### config.mk
export PLATFORM = sky130hd
export DESIGN_NAME = haptic_damping_torque_loop_top
export DESIGN_NICKNAME = d
export VERILOG_FILES = /design/src/hw/rtl/hdtl_pkg.sv /design/src/hw/rtl/haptic_damping_torque_loop_top.sv
export VERILOG_INCLUDE_DIRS = /design/src /design/src/hw/rtl
export SDC_FILE = /design/constraint.sdc
export NUM_CORES = 1
export LEC_CHECK = 0
export BUFFER_PORTS_ARGS = -buffer_cell sky130_fd_sc_hd__buf_2
export CAP_MARGIN = 10
export CELL_PAD_IN_SITES_DETAIL_PLACEMENT = 2
export CELL_PAD_IN_SITES_GLOBAL_PLACEMENT = 2
export CORE_ASPECT_RATIO = 0.8
export CORE_MARGIN = 4
export CORE_UTILIZATION = 45
export CTS_BUF_LIST = sky130_fd_sc_hd__clkbuf_4 sky130_fd_sc_hd__clkbuf_8
export DETAILED_ROUTE_END_ITERATION = 8
export GPL_ROUTABILITY_DRIVEN = 0
export GPL_TIMING_DRIVEN = 0
export HOLD_SLACK_MARGIN = 0.05
export PLACE_DENSITY_LB_ADDON = 0.1
export SLEW_MARGIN = 10
export SYNTH_ARGS = -nofsm -noshare
export SYNTH_HDL_FRONTEND = slang
export SYNTH_SLANG_ARGS = --single-unit
### constraint.sdc
create_clock -name clk -period 16.38 [get_ports clk]
set_clock_uncertainty 0.15 [all_clocks]
set_input_delay 0.819 -clock clk [delete_from_list [all_inputs] [get_ports clk]]
set_output_delay 0.819 -clock clk [all_outputs]
set_load 0.05 [all_outputs]
### src/hw/rtl/haptic_damping_torque_loop_top_defines.svh
// Assertion macros for the haptic damping torque loop.
`ifndef HAPTIC_DAMPING_TORQUE_LOOP_TOP_DEFINES_SVH
`define HAPTIC_DAMPING_TORQUE_LOOP_TOP_DEFINES_SVH

// same-cycle implication
`define HDTL_ASSERT_IMP(lbl, ante, cons, msg) \
	lbl: assert property (@(posedge clk) disable iff (!arst_n) (ante) |-> (cons)) \
		else $error(msg);

// next-cycle implication
`define HDTL_ASSERT_NXT(lbl, ante, cons, msg) \
	lbl: assert property (@(posedge clk) disable iff (!arst_n) (ante) |=> (cons)) \
		else $error(msg);

`endif

### src/hw/rtl/hdtl_pkg.sv
// Package: types, widths and coefficients of the haptic damping torque loop.
package hdtl_pkg;

	localparam int ANGLE_BITS = 12;
	localparam int POLE_PAIRS = 7;
	localparam int ANGLE_COUNT = 2 ** ANGLE_BITS;
	localparam int HALF_TURN = ANGLE_COUNT / 2;

	localparam int TORQUE_W = 16;
	localparam int LIMIT_W = 15;
	localparam int GAIN_W = 16;
	localparam int SPEED_W = 24;
	localparam int DIFF_W = ANGLE_BITS + 1;
	localparam int VEL_FRAC = 8;
	localparam int X_W = DIFF_W + VEL_FRAC;
	localparam int MPLIER_W = 16;
	localparam int MCAND_W = SPEED_W;
	localparam int PROD_W = MCAND_W + MPLIER_W;
	localparam int SUM_W = PROD_W + 1;
	localparam int CNT_W = $clog2(MPLIER_W);
	localparam int FILT_SH = 16;
	localparam int TORQUE_SH = 4;
	localparam int TORQUE_MAX = 2 ** (TORQUE_W - 1) - 1;
	localparam int TORQUE_MIN = -(2 ** (TORQUE_W - 1));

	localparam int APB_ADDR_W = 4;
	localparam int APB_DATA_W = 32;
	localparam int REG_IDX_W = APB_ADDR_W - 2;

	localparam logic [REG_IDX_W-1:0] REG_MODE = REG_IDX_W'(0);
	localparam logic [REG_IDX_W-1:0] REG_GAIN = REG_IDX_W'(1);
	localparam logic [REG_IDX_W-1:0] REG_LIMIT = REG_IDX_W'(2);
	localparam logic [REG_IDX_W-1:0] REG_OFFSET = REG_IDX_W'(3);

	localparam logic MODE_NEG_FB = 1'b0;
	localparam logic MODE_POS_FB = 1'b1;

	localparam logic [GAIN_W-1:0] GAIN_RST = GAIN_W'(256);
	localparam logic [LIMIT_W-1:0] LIMIT_RST = LIMIT_W'(10240);

	// filter weights, Q0.16
	localparam logic [MPLIER_W-1:0] K_V_OLD = MPLIER_W'(52429);
	localparam logic [MPLIER_W-1:0] K_V_NEW = MPLIER_W'(13107);
	localparam logic [MPLIER_W-1:0] K_DP_OLD = MPLIER_W'(62259);
	localparam logic [MPLIER_W-1:0] K_DP_NEW = MPLIER_W'(3277);
	localparam logic [MPLIER_W-1:0] K_SM_OLD = MPLIER_W'(60293);
	localparam logic [MPLIER_W-1:0] K_SM_NEW = MPLIER_W'(5243);

	typedef enum logic [2:0] {
		ST_IDLE,
		ST_LOAD,
		ST_MUL,
		ST_POST,
		ST_OUT
	} state_t;

	typedef enum logic [2:0] {
		PH_VOLD,
		PH_XNEW,
		PH_GAIN,
		PH_SOLD,
		PH_TNEW
	} phase_t;

endpackage

### src/hw/rtl/haptic_damping_torque_loop_top.sv
// Haptic damping torque loop: angle to velocity, filtered torque and electrical angle.
//
// One angle sample in, one result out. The first sample after reset or after a
// mode register write skips the multiplier and goes straight to the output register.
// Every later sample runs five products (velocity filter, gain, torque smoothing)
// one after another through a single bit-serial shift-add multiplier, each with a
// load step, one multiplier bit per cycle and a step to accumulate, round and clamp;
// then the output register is loaded. No new sample is taken until the output
// register is loaded, and a finished result waits in the output register while
// the next sample is taken.
`include "haptic_damping_torque_loop_top_defines.svh"

module haptic_damping_torque_loop_top (
	input  logic                                  clk,
	input  logic                                  arst_n,
	input  logic                                  psel,
	input  logic                                  penable,
	input  logic                                  pwrite,
	input  logic [hdtl_pkg::APB_ADDR_W-1:0]       paddr,
	input  logic [hdtl_pkg::APB_DATA_W-1:0]       pwdata,
	output logic [hdtl_pkg::APB_DATA_W-1:0]       prdata,
	output logic                                  pready,
	input  logic                                  in_valid,
	output logic                                  in_stall,
	input  logic [hdtl_pkg::ANGLE_BITS-1:0]       angle_sample,
	output logic                                  out_valid,
	input  logic                                  out_stall,
	output logic signed [hdtl_pkg::TORQUE_W-1:0]  torque_cmd,
	output logic [hdtl_pkg::ANGLE_BITS-1:0]       elec_angle
);
	import hdtl_pkg::*;

	localparam logic [ANGLE_BITS-1:0] PP_A = ANGLE_BITS'(POLE_PAIRS);
	localparam logic signed [DIFF_W-1:0] HALF_D = DIFF_W'(HALF_TURN);
	localparam logic signed [DIFF_W-1:0] NHALF_D = -HALF_D;
	localparam logic [DIFF_W-1:0] TURN_D = DIFF_W'(ANGLE_COUNT);
	localparam logic [CNT_W-1:0] CNT_LAST = CNT_W'(MPLIER_W - 1);
	localparam logic signed [SUM_W-1:0] RND_FILT = SUM_W'(2 ** (FILT_SH - 1));
	localparam logic signed [PROD_W-1:0] RND_TQ = PROD_W'(2 ** (TORQUE_SH - 1));
	localparam logic signed [SUM_W-1:0] S_MAX = SUM_W'(TORQUE_MAX);
	localparam logic signed [SUM_W-1:0] S_MIN = SUM_W'(TORQUE_MIN);

	state_t state_q, state_d;
	phase_t ph_q, ph_next;

	logic                          mode_q;
	logic [GAIN_W-1:0]             gain_q;
	logic [LIMIT_W-1:0]            limit_q;
	logic [ANGLE_BITS-1:0]         offset_q;

	logic [ANGLE_BITS-1:0]         last_q;
	logic                          have_last_q;
	logic signed [DIFF_W-1:0]      d_q;
	logic [ANGLE_BITS-1:0]         elec_hold_q;
	logic signed [SPEED_W-1:0]     speed_q;
	logic signed [TORQUE_W-1:0]    smooth_q;
	logic signed [TORQUE_W-1:0]    torque_t_q;
	logic signed [PROD_W-1:0]      acc_q;
	logic signed [SUM_W-1:0]       sum_q;
	logic signed [MCAND_W-1:0]     mcand_q;
	logic [MPLIER_W-1:0]           mplier_q;
	logic [CNT_W-1:0]              cnt_q;
	logic                          out_valid_q;
	logic signed [TORQUE_W-1:0]    torque_out_q;
	logic [ANGLE_BITS-1:0]         elec_out_q;

	logic                          cfg_wr;
	logic [REG_IDX_W-1:0]          reg_idx;
	logic                          mode_wr;
	logic                          in_acc;
	logic                          out_load;
	logic signed [DIFF_W-1:0]      diff_raw;
	logic signed [DIFF_W-1:0]      diff_w;
	logic [ANGLE_BITS-1:0]         elec_d;
	logic signed [X_W-1:0]         x_val;
	logic signed [MCAND_W-1:0]     mcand_d;
	logic [MPLIER_W-1:0]           mplier_d;
	logic signed [PROD_W-1:0]      mcand_ext;
	logic signed [PROD_W-1:0]      acc_step;
	logic signed [SUM_W-1:0]       sum_all;
	logic signed [SUM_W-1:0]       filt_full;
	logic signed [PROD_W-1:0]      t_rnd;
	logic signed [PROD_W-1:0]      t_sgn;
	logic signed [PROD_W-1:0]      lim_p;
	logic signed [PROD_W-1:0]      t_clamp;
	logic signed [TORQUE_W-1:0]    s_clamp;
	logic signed [TORQUE_W-1:0]    lim_t;

	// config port
	assign pready = 1'b1;
	assign reg_idx = paddr[APB_ADDR_W-1:2];
	assign cfg_wr = psel && penable && pwrite && pready;
	assign mode_wr = cfg_wr && (reg_idx == REG_MODE);

	always_comb begin
		case (reg_idx)
			REG_MODE:   prdata = APB_DATA_W'(mode_q);
			REG_GAIN:   prdata = APB_DATA_W'(gain_q);
			REG_LIMIT:  prdata = APB_DATA_W'(limit_q);
			REG_OFFSET: prdata = APB_DATA_W'(offset_q);
			default:    prdata = '0;
		endcase
	end

	always_ff @(posedge clk or negedge arst_n) begin
		if (!arst_n) begin
			mode_q <= MODE_NEG_FB;
			gain_q <= GAIN_RST;
			limit_q <= LIMIT_RST;
			offset_q <= '0;
		end else if (cfg_wr) begin
			case (reg_idx)
				REG_MODE:   mode_q <= pwdata[0];
				REG_GAIN:   gain_q <= pwdata[GAIN_W-1:0];
				REG_LIMIT:  limit_q <= pwdata[LIMIT_W-1:0];
				REG_OFFSET: offset_q <= pwdata[ANGLE_BITS-1:0];
				default:    ;
			endcase
		end
	end

	// handshake
	assign in_stall = (state_q != ST_IDLE);
	assign in_acc = in_valid && !in_stall;
	assign out_load = (state_q == ST_OUT) && (!out_valid_q || !out_stall);
	assign out_valid = out_valid_q;
	assign torque_cmd = torque_out_q;
	assign elec_angle = elec_out_q;

	// wrapped difference and electrical angle
	always_comb begin
		diff_raw = $signed({1'b0, angle_sample}) - $signed({1'b0, last_q});
		if (diff_raw > HALF_D) begin
			diff_w = diff_raw - TURN_D;
		end else if (diff_raw < NHALF_D) begin
			diff_w = diff_raw + TURN_D;
		end else begin
			diff_w = diff_raw;
		end
		elec_d = angle_sample * PP_A - offset_q;
	end

	// operand select per phase
	assign x_val = {d_q, {VEL_FRAC{1'b0}}};

	always_comb begin
		case (ph_q)
			PH_VOLD: begin
				mcand_d = speed_q;
				mplier_d = K_V_OLD;
				ph_next = PH_XNEW;
			end
			PH_XNEW: begin
				mcand_d = MCAND_W'(x_val);
				mplier_d = K_V_NEW;
				ph_next = PH_GAIN;
			end
			PH_GAIN: begin
				mcand_d = speed_q;
				mplier_d = gain_q;
				ph_next = PH_SOLD;
			end
			PH_SOLD: begin
				mcand_d = MCAND_W'(smooth_q);
				mplier_d = (mode_q == MODE_POS_FB) ? K_SM_OLD : K_DP_OLD;
				ph_next = PH_TNEW;
			end
			PH_TNEW: begin
				mcand_d = MCAND_W'(torque_t_q);
				mplier_d = (mode_q == MODE_POS_FB) ? K_SM_NEW : K_DP_NEW;
				ph_next = PH_VOLD;
			end
			default: begin
				mcand_d = speed_q;
				mplier_d = '0;
				ph_next = PH_VOLD;
			end
		endcase
	end

	// shift-add step, multiplier MSB first
	assign mcand_ext = PROD_W'(mcand_q);
	assign acc_step = (acc_q <<< 1) + (mplier_q[MPLIER_W-1] ? mcand_ext : {PROD_W{1'b0}});

	// accumulate, round, clamp
	always_comb begin
		sum_all = sum_q + SUM_W'(acc_q) + RND_FILT;
		filt_full = sum_all >>> FILT_SH;
		if (filt_full > S_MAX) begin
			s_clamp = TORQUE_W'(TORQUE_MAX);
		end else if (filt_full < S_MIN) begin
			s_clamp = TORQUE_W'(TORQUE_MIN);
		end else begin
			s_clamp = filt_full[TORQUE_W-1:0];
		end
		t_rnd = (acc_q + RND_TQ) >>> TORQUE_SH;
		t_sgn = (mode_q == MODE_NEG_FB) ? -t_rnd : t_rnd;
		lim_p = PROD_W'({1'b0, limit_q});
		if (t_sgn > lim_p) begin
			t_clamp = lim_p;
		end else if (t_sgn < -lim_p) begin
			t_clamp = -lim_p;
		end else begin
			t_clamp = t_sgn;
		end
	end

	assign lim_t = {1'b0, limit_q};

	// FSM
	always_ff @(posedge clk or negedge arst_n) begin
		if (!arst_n) begin
			state_q <= ST_IDLE;
		end else begin
			state_q <= state_d;
		end
	end

	always_comb begin
		state_d = state_q;
		case (state_q)
			ST_IDLE: begin
				if (in_acc) begin
					state_d = have_last_q ? ST_LOAD : ST_OUT;
				end
			end
			ST_LOAD: state_d = ST_MUL;
			ST_MUL: begin
				if (cnt_q == CNT_LAST) begin
					state_d = ST_POST;
				end
			end
			ST_POST: state_d = (ph_q == PH_TNEW) ? ST_OUT : ST_LOAD;
			ST_OUT: begin
				if (out_load) begin
					state_d = ST_IDLE;
				end
			end
			default: state_d = ST_IDLE;
		endcase
	end

	// loop state and control
	always_ff @(posedge clk or negedge arst_n) begin
		if (!arst_n) begin
			ph_q <= PH_VOLD;
			cnt_q <= '0;
			last_q <= '0;
			have_last_q <= 1'b0;
			speed_q <= '0;
			smooth_q <= '0;
			out_valid_q <= 1'b0;
		end else begin
			if (mode_wr) begin
				have_last_q <= 1'b0;
				speed_q <= '0;
				smooth_q <= '0;
			end else begin
				if (in_acc) begin
					last_q <= angle_sample;
					have_last_q <= 1'b1;
				end
				if (state_q == ST_POST) begin
					case (ph_q)
						PH_XNEW: speed_q <= filt_full[SPEED_W-1:0];
						PH_TNEW: smooth_q <= s_clamp;
						default: ;
					endcase
				end
			end
			if (in_acc) begin
				ph_q <= PH_VOLD;
			end else if (state_q == ST_POST) begin
				ph_q <= ph_next;
			end
			if (state_q == ST_LOAD) begin
				cnt_q <= '0;
			end else if (state_q == ST_MUL) begin
				cnt_q <= cnt_q + 1'b1;
			end
			if (out_load) begin
				out_valid_q <= 1'b1;
			end else if (!out_stall) begin
				out_valid_q <= 1'b0;
			end
		end
	end

	// datapath payload
	always_ff @(posedge clk) begin
		if (in_acc) begin
			d_q <= diff_w;
			elec_hold_q <= elec_d;
		end
		case (state_q)
			ST_LOAD: begin
				mcand_q <= mcand_d;
				mplier_q <= mplier_d;
				acc_q <= '0;
			end
			ST_MUL: begin
				acc_q <= acc_step;
				mplier_q <= mplier_q << 1;
			end
			ST_POST: begin
				case (ph_q)
					PH_VOLD, PH_SOLD: sum_q <= SUM_W'(acc_q);
					PH_GAIN:          torque_t_q <= t_clamp[TORQUE_W-1:0];
					default:          ;
				endcase
			end
			default: ;
		endcase
		if (out_load) begin
			torque_out_q <= smooth_q;
			elec_out_q <= elec_hold_q;
		end
	end

	`HDTL_ASSERT_NXT(a_first_sample_short, in_acc && !have_last_q, state_q == ST_OUT,
		"first sample did not go straight to output")
	`HDTL_ASSERT_NXT(a_start_phase, in_acc && have_last_q,
		state_q == ST_LOAD && ph_q == PH_VOLD, "sample did not start at first product")
	`HDTL_ASSERT_NXT(a_last_phase_out, state_q == ST_POST && ph_q == PH_TNEW,
		state_q == ST_OUT, "last product did not lead to output")
	`HDTL_ASSERT_NXT(a_torque_clamped, state_q == ST_POST && ph_q == PH_GAIN,
		torque_t_q <= lim_t && torque_t_q >= -lim_t, "torque outside limit")

endmodule

### Yosys cells after proc, flatten, opt, wreduce, memory -nomap -nowiden

Index checks and enable logic that the tools add are counted.

* multiply operators: 1
* equality and inequality tests: 16
* mux-type cells: 36
* bitwise logic cells: 1
* magnitude comparators: 6
* $add $sub $neg: 11
* reductions and logical operators: 30

Operator list (number)
* $pmux W32 S4: 1
* $mux W16: 6
* $mux W40: 2
* $pmux W16 S5: 1
* $pmux W40 S2: 1
* $mux W24: 3
* $pmux W24 S3: 1
* $mux W13: 4
* $add A40 B40 Y41: 1
* $add A41 B17 Y41 const B: 1
* $add A40 B40 Y40: 1
* $add A40 B5 Y40 const B: 1
* $gt A40 B16 Y1: 1
* $lt A40 B40 Y1: 1
* $neg A15 Y40: 1
* $neg A36 Y40: 1
* $pmux W16 S2: 1
* $gt A25 B16 Y1 const B: 1
* $lt A25 B16 Y1 const B: 1
* $mux W3: 7
* $reduce_and A2 Y1: 9
* $mux W15: 1
* $pmux W3 S5: 1
* $add A13 B13 Y13 const B: 1
* other kinds (28): 52

* flip-flop bits (word level): 297
* output and inout port bits: 63
* logic and storage cells: 123

### Longest topological paths before layout

* word-level depth: 8
* mapped depth: 28
* gate-level depth less buffers: 24

### Least setup slack after synthesis

Ideal clock, no wire load.

* path kind: register -> register
* start point: register acc_q[4]
* end point: register torque_t_q[12], data pin
* arrival: 5.124 ns
* slack: 10.841 ns
* setup time: 0.265 ns
* path buffers: 4
* cell stages (with the launch flop): 26
* clock period less this slack: 5.539 ns
* cells stage by stage: edfxtp_1 -> buf_2 -> and3_1 -> buf_2 -> a211o_1 -> a311oi_1 -> o211ai_1 -> or3_1 -> clkbuf_1 -> nor2_2 -> and3_1 -> nor2_1 -> xnor2_1 -> ha_1 -> and4_1 -> a21oi_1 -> nand2_1 -> nor3_1 -> a31oi_1 -> o21ai_0 -> nand2b_1 -> o211ai_1 -> o211a_1 -> clkbuf_1 -> mux2i_1 -> o221ai_2

* cells in the longest elaborated chain, start to end: 6
* elaborated cells between the ends (all ways): 7
* classes of those cells: add/sub (2); order compare (2); mux (3)

RTL lines
* from (decl): line haptic_damping_torque_loop_top.sv:58 `logic signed [PROD_W-1:0] acc_q;`
* from (signal assigned): line haptic_damping_torque_loop_top.sv:302 `acc_q <= acc_step;`
* $add A40 B5 Y40 (*): line haptic_damping_torque_loop_top.sv:196 `t_rnd = (acc_q + RND_TQ) >>> TORQUE_SH;`
* $neg A36 Y40: line haptic_damping_torque_loop_top.sv:197 `t_sgn = (mode_q == MODE_NEG_FB) ? -t_rnd : t_rnd;`
* $mux W40 (*): line haptic_damping_torque_loop_top.sv:197
* $lt A40 B40 Y1: line haptic_damping_torque_loop_top.sv:201 `end else if (t_sgn < -lim_p) begin`
* $mux W16: line haptic_damping_torque_loop_top.sv:201
* $mux W15 (*): line haptic_damping_torque_loop_top.sv:199 `if (t_sgn > lim_p) begin`
* net t_clamp[12]: line haptic_damping_torque_loop_top.sv:85 `logic signed [PROD_W-1:0] t_clamp;`
* to (signal assigned): line haptic_damping_torque_loop_top.sv:308 `PH_GAIN: torque_t_q <= t_clamp[TORQUE_W-1:0];`
* to (decl): line haptic_damping_torque_loop_top.sv:57 `logic signed [TORQUE_W-1:0] torque_t_q;`

The timed path passes the listed nets; every way through them passes the cells marked *.
A chain may end at the register's enable or synchronous reset.

### Worst setup path in the final report

* start point: register acc_q[17]
* end point: register torque_t_q[14], data pin

Same word-level chain as after synthesis.

==> impl_metrics.json <==
{
  "outcome": "completed",
  "clkPwrFrac_pct": 13.6,
  "path_cells": "nand3_1 > nor4_1 > nand2_1 > nor4_1 > xnor2_1 > nor4b_1 > a41oi_1 > a21oi_1 > clkbuf_1 > inv_1 > ha_1 > nand2b_1 > nand2_1 > nor2_1 > o211ai_1 > o211a_1 > clkbuf_1 > mux2i_1 > mux2i_1",
  "synth_top_area_share_pct": 26.7,
  "hold_path_class": "in2reg",
  "ys_top_cells_by_count": "ha_1, edfxtp_1, nand2_1",
  "yosysUniqueCellTypes": 84,
  "io_buffers": 80,
  "rrSetupSlack_ns": 8.85,
  "htree_levels": 2,
  "antenna_found_initial": 5,
  "die_w_um": 251,
  "crit_buf_inv": 3,
  "async_reset_ff_share_pct": 36.4,
  "drc": 0,
  "power.leakage_nw": 10.1,
  "postCtsHoldBufs": 1,
  "row_count": 70,
  "first_iter_violations": 1517,
  "ir_drop_uv": 116,
  "synth_edf_count": 189,
  "min_period_over_period_pct": 46.0,
  "crit_family": "simple AND/OR/NAND/NOR gates",
  "rsz0062_at_grt": "no",
  "slowest_delay_ns": 0.83,
  "internal-power_w": 0.00279,
  "via_per_inst": 6.35,
  "cp-start-kind": "flop",
  "first_global_vias": 20900,
  "synth_largest_area_cell": "edfxtp_1",
  "final_max_slew_viol_count": 0,
  "dr.pass1.iters": 5,
  "synth-seq-cells": 297,
  "fin_crit_ns": 7.53,
  "yosys-top-cells-area": "edfxtp_1, dfrtp_1, ha_1, xnor2_1, a21oi_1",
  "synth-seq-area-share_pct": 39.4,
  "die_h_um": 202,
  "setup_violations": 0,
  "clk_path_buf_depth": 3,
  "finalHoldViolCount": 0,
  "ant_nets": 0,
  "slew_headroom_pct": 26.6,
  "cp.required_ns": 16.61,
  "post-cts-setup-buffer-count": 0,
  "via_count": 19200,
  "grt_use_total_pct": 34.3,
  "critPathMaxFanout": 10,
  "worst_pin_slew_ns": 1.09,
  "fin_nets": 2642,
  "syn_area_per_cell_um2": 9.63,
  "cts.sinks": 297,
  "start_util_pct": 46.1,
  "synth_most_common_cell": "ha_1",
  "wl_um": 88400,
  "max_freq_mhz": 133,
  "dieArea_um2": 50800,
  "cts_root_buf": "clkbuf_8",
  "clkLatencyLatePin_ns": 0.68,
  "maxCapViolCount": 0,
  "cp_data_arrival_time_ns": 7.76,
  "wire_per_inst_um": 29.2,
  "grt_max_degree": 80,
  "cellPowerDensity_nw_per_um2": 242,
  "fin_tns_setup_ns": 0,
  "total_power_w": 0.00574,
  "cts_tree": "yes",
  "seqPwrFrac_pct": 27.1,
  "dpl.hpwl_um": 63700,
  "slowest_stage": "nor4_1",
  "io_pins": 118,
  "cp-end-kind": "flop",
  "ys.flop_type": "edfxtp_1",
  "cts-resized-gates": 0,
  "comb_power_share_pct": 59.3,
  "netlist_area_um2": 21300,
  "grt_pass1_wl_um": 134000,
  "ys_warn_count": 0,
  "worstSetupPathType": "reg2reg",
  "drive_gt1_share_pct": 11.3,
  "core-area_um2": 46200,
  "p_switching_w": 0.00295,
  "syn2layout_area_growth_pct": 11.8,
  "cts_buffers": 52,
  "synthCells": 2208,
  "switching_share_pct": 51.4,
  "grt-ovfl-total": 0,
  "clkSlewWorstSetupHoldPaths_ns": 0.08
}
==> layer usage <==
layer	part of all wire [%]	GRT usage, %	up-vias
met3	8.3	8.68	231
met1	41	44.6	9850
met2	46	55.1	757
met4	4.2	13.4	6
met5	0.045	0	-
li1	-	-	8360
==> worst register-to-register path, delay by kind of cell (launching register included) <==
kind            cells  cell delay (ns)
buf+inv             3             1.30
xor+xnor            1             0.34
flops               1             0.70
fa+ha+maj           1             0.33
simple gates        8             2.69
compound gates      4             1.17
mux                 2             0.56
==> metrics by stage <==
stage	std cells	util (%)	setup WS, ns	hold slack, ns	instance area, um2
final	3024	51.5	8.85	0.259	23800
after global routing	3023	51.5	8.46	0.245	23800
after CTS	3023	51.5	8.95	0.223	23800
after detailed placement	2925	49.1	9.08	0.256	22700
after global placement	2915	48.7	9.38	0.252	22500
after floorplan	2223	-	10.84	0.250	21300
==> placed cells by master (no fill, tap or decap), types with 8 or more instances in the layout <==
cell,synthesis,final
o21ai_0,119,119
xor2_1,55,55
nor2b_1,25,25
nor2_1,177,176
a22o_1,16,16
o211ai_1,13,13
nand2b_1,25,25
nor4_1,25,24
xnor2_1,102,102
mux2i_1,21,21
nand3_1,55,55
a211oi_1,17,17
nand4_1,28,28
buf_2,13,92
a41oi_1,9,9
ha_1,197,197
o22ai_1,24,24
mux2_2,26,26
clkbuf_1,84,84
nand2_1,189,189
fa_1,22,22
clkbuf_4,0,26
a21oi_1,149,148
dfrtp_1,105,105
inv_1,125,124
a21o_1,44,44
o22a_1,9,9
conb_1,2,17
nor3_1,40,38
o21a_1,13,13
a31oi_1,20,20
and3_1,41,41
a221o_1,23,23
edfxtp_1,189,189
a2bb2oi_1,8,8
and2_1,40,39
clkbuf_8,0,57
o21bai_1,11,11
buf_4,17,21
==> state kept, by name, indices dropped and copies added (netlist names), 3 cells and up <==
| signal | count |
|---|---|
| mplier_q | 16 |
| offset_q | 12 |
| ph_q | 3 |
| limit_q | 15 |
| elec_hold_q | 12 |
| speed_q | 24 |
| torque_t_q | 16 |
| smooth_q | 16 |
| mcand_q | 24 |
| elec_angle | 12 |
| gain_q | 16 |
| sum_q | 40 |
| acc_q | 40 |
| state_q | 3 |
| torque_cmd | 16 |
| d_q | 13 |
| last_q | 12 |
| cnt_q | 4 |
==> cell families after synthesis <==
| logic type | after synthesis | share of synthesized area (%) |
|---|---|---|
| multiplexers | 48 | 2.47 |
| buffers and inverters | 247 | 4.82 |
| other | 2 | 0.0353 |
| adder cells (fa/ha/maj) | 219 | 13.7 |
| AND/OR/NAND/NOR | 691 | 15.9 |
| flip-flops | 297 | 39.4 |
| XOR/XNOR | 157 | 6.47 |
| AO/OA/AOI/OAI | 547 | 17.2 |
==> power groups by stage <==
stage | logic (W) | registers [W] | clock network, W
2_1_floorplan | 0.00219 | 0.00138 | 0
4_1_cts | 0.00336 | 0.00153 | 0.000786
6_report | 0.00341 | 0.00155 | 0.000783
3_3_place_gp | 0.00294 | 0.00152 | 0
3_5_place_dp | 0.00322 | 0.00153 | 0
5_1_grt | 0.00370 | 0.00157 | 0.000818
==> layout make-up <==
class,instances,area (um2)
fill,4840,22400
tap,612,766
inverter,127,479
clock inverter,14,128
antenna,1,2.50
timing repair buffer,91,547
multi-input combinational,1679,11900
buffer,120,547
clock buffer,83,980
sequential,297,8380
==> final timing paths <==
check	startpoint	to	cells after the start
max	acc_q[17]	torque_t_q[14]	19
min reg2reg	elec_hold_q[2]	elec_angle[2]	0
max in group asynchronous	arst_n	limit_q[13]	3
min	pwdata[15]	gain_q[15]	2
min in group asynchronous	arst_n	have_last_q	2
max reg2reg	acc_q[17]	torque_t_q[14]	19
(Power assumes the default switching activity.)
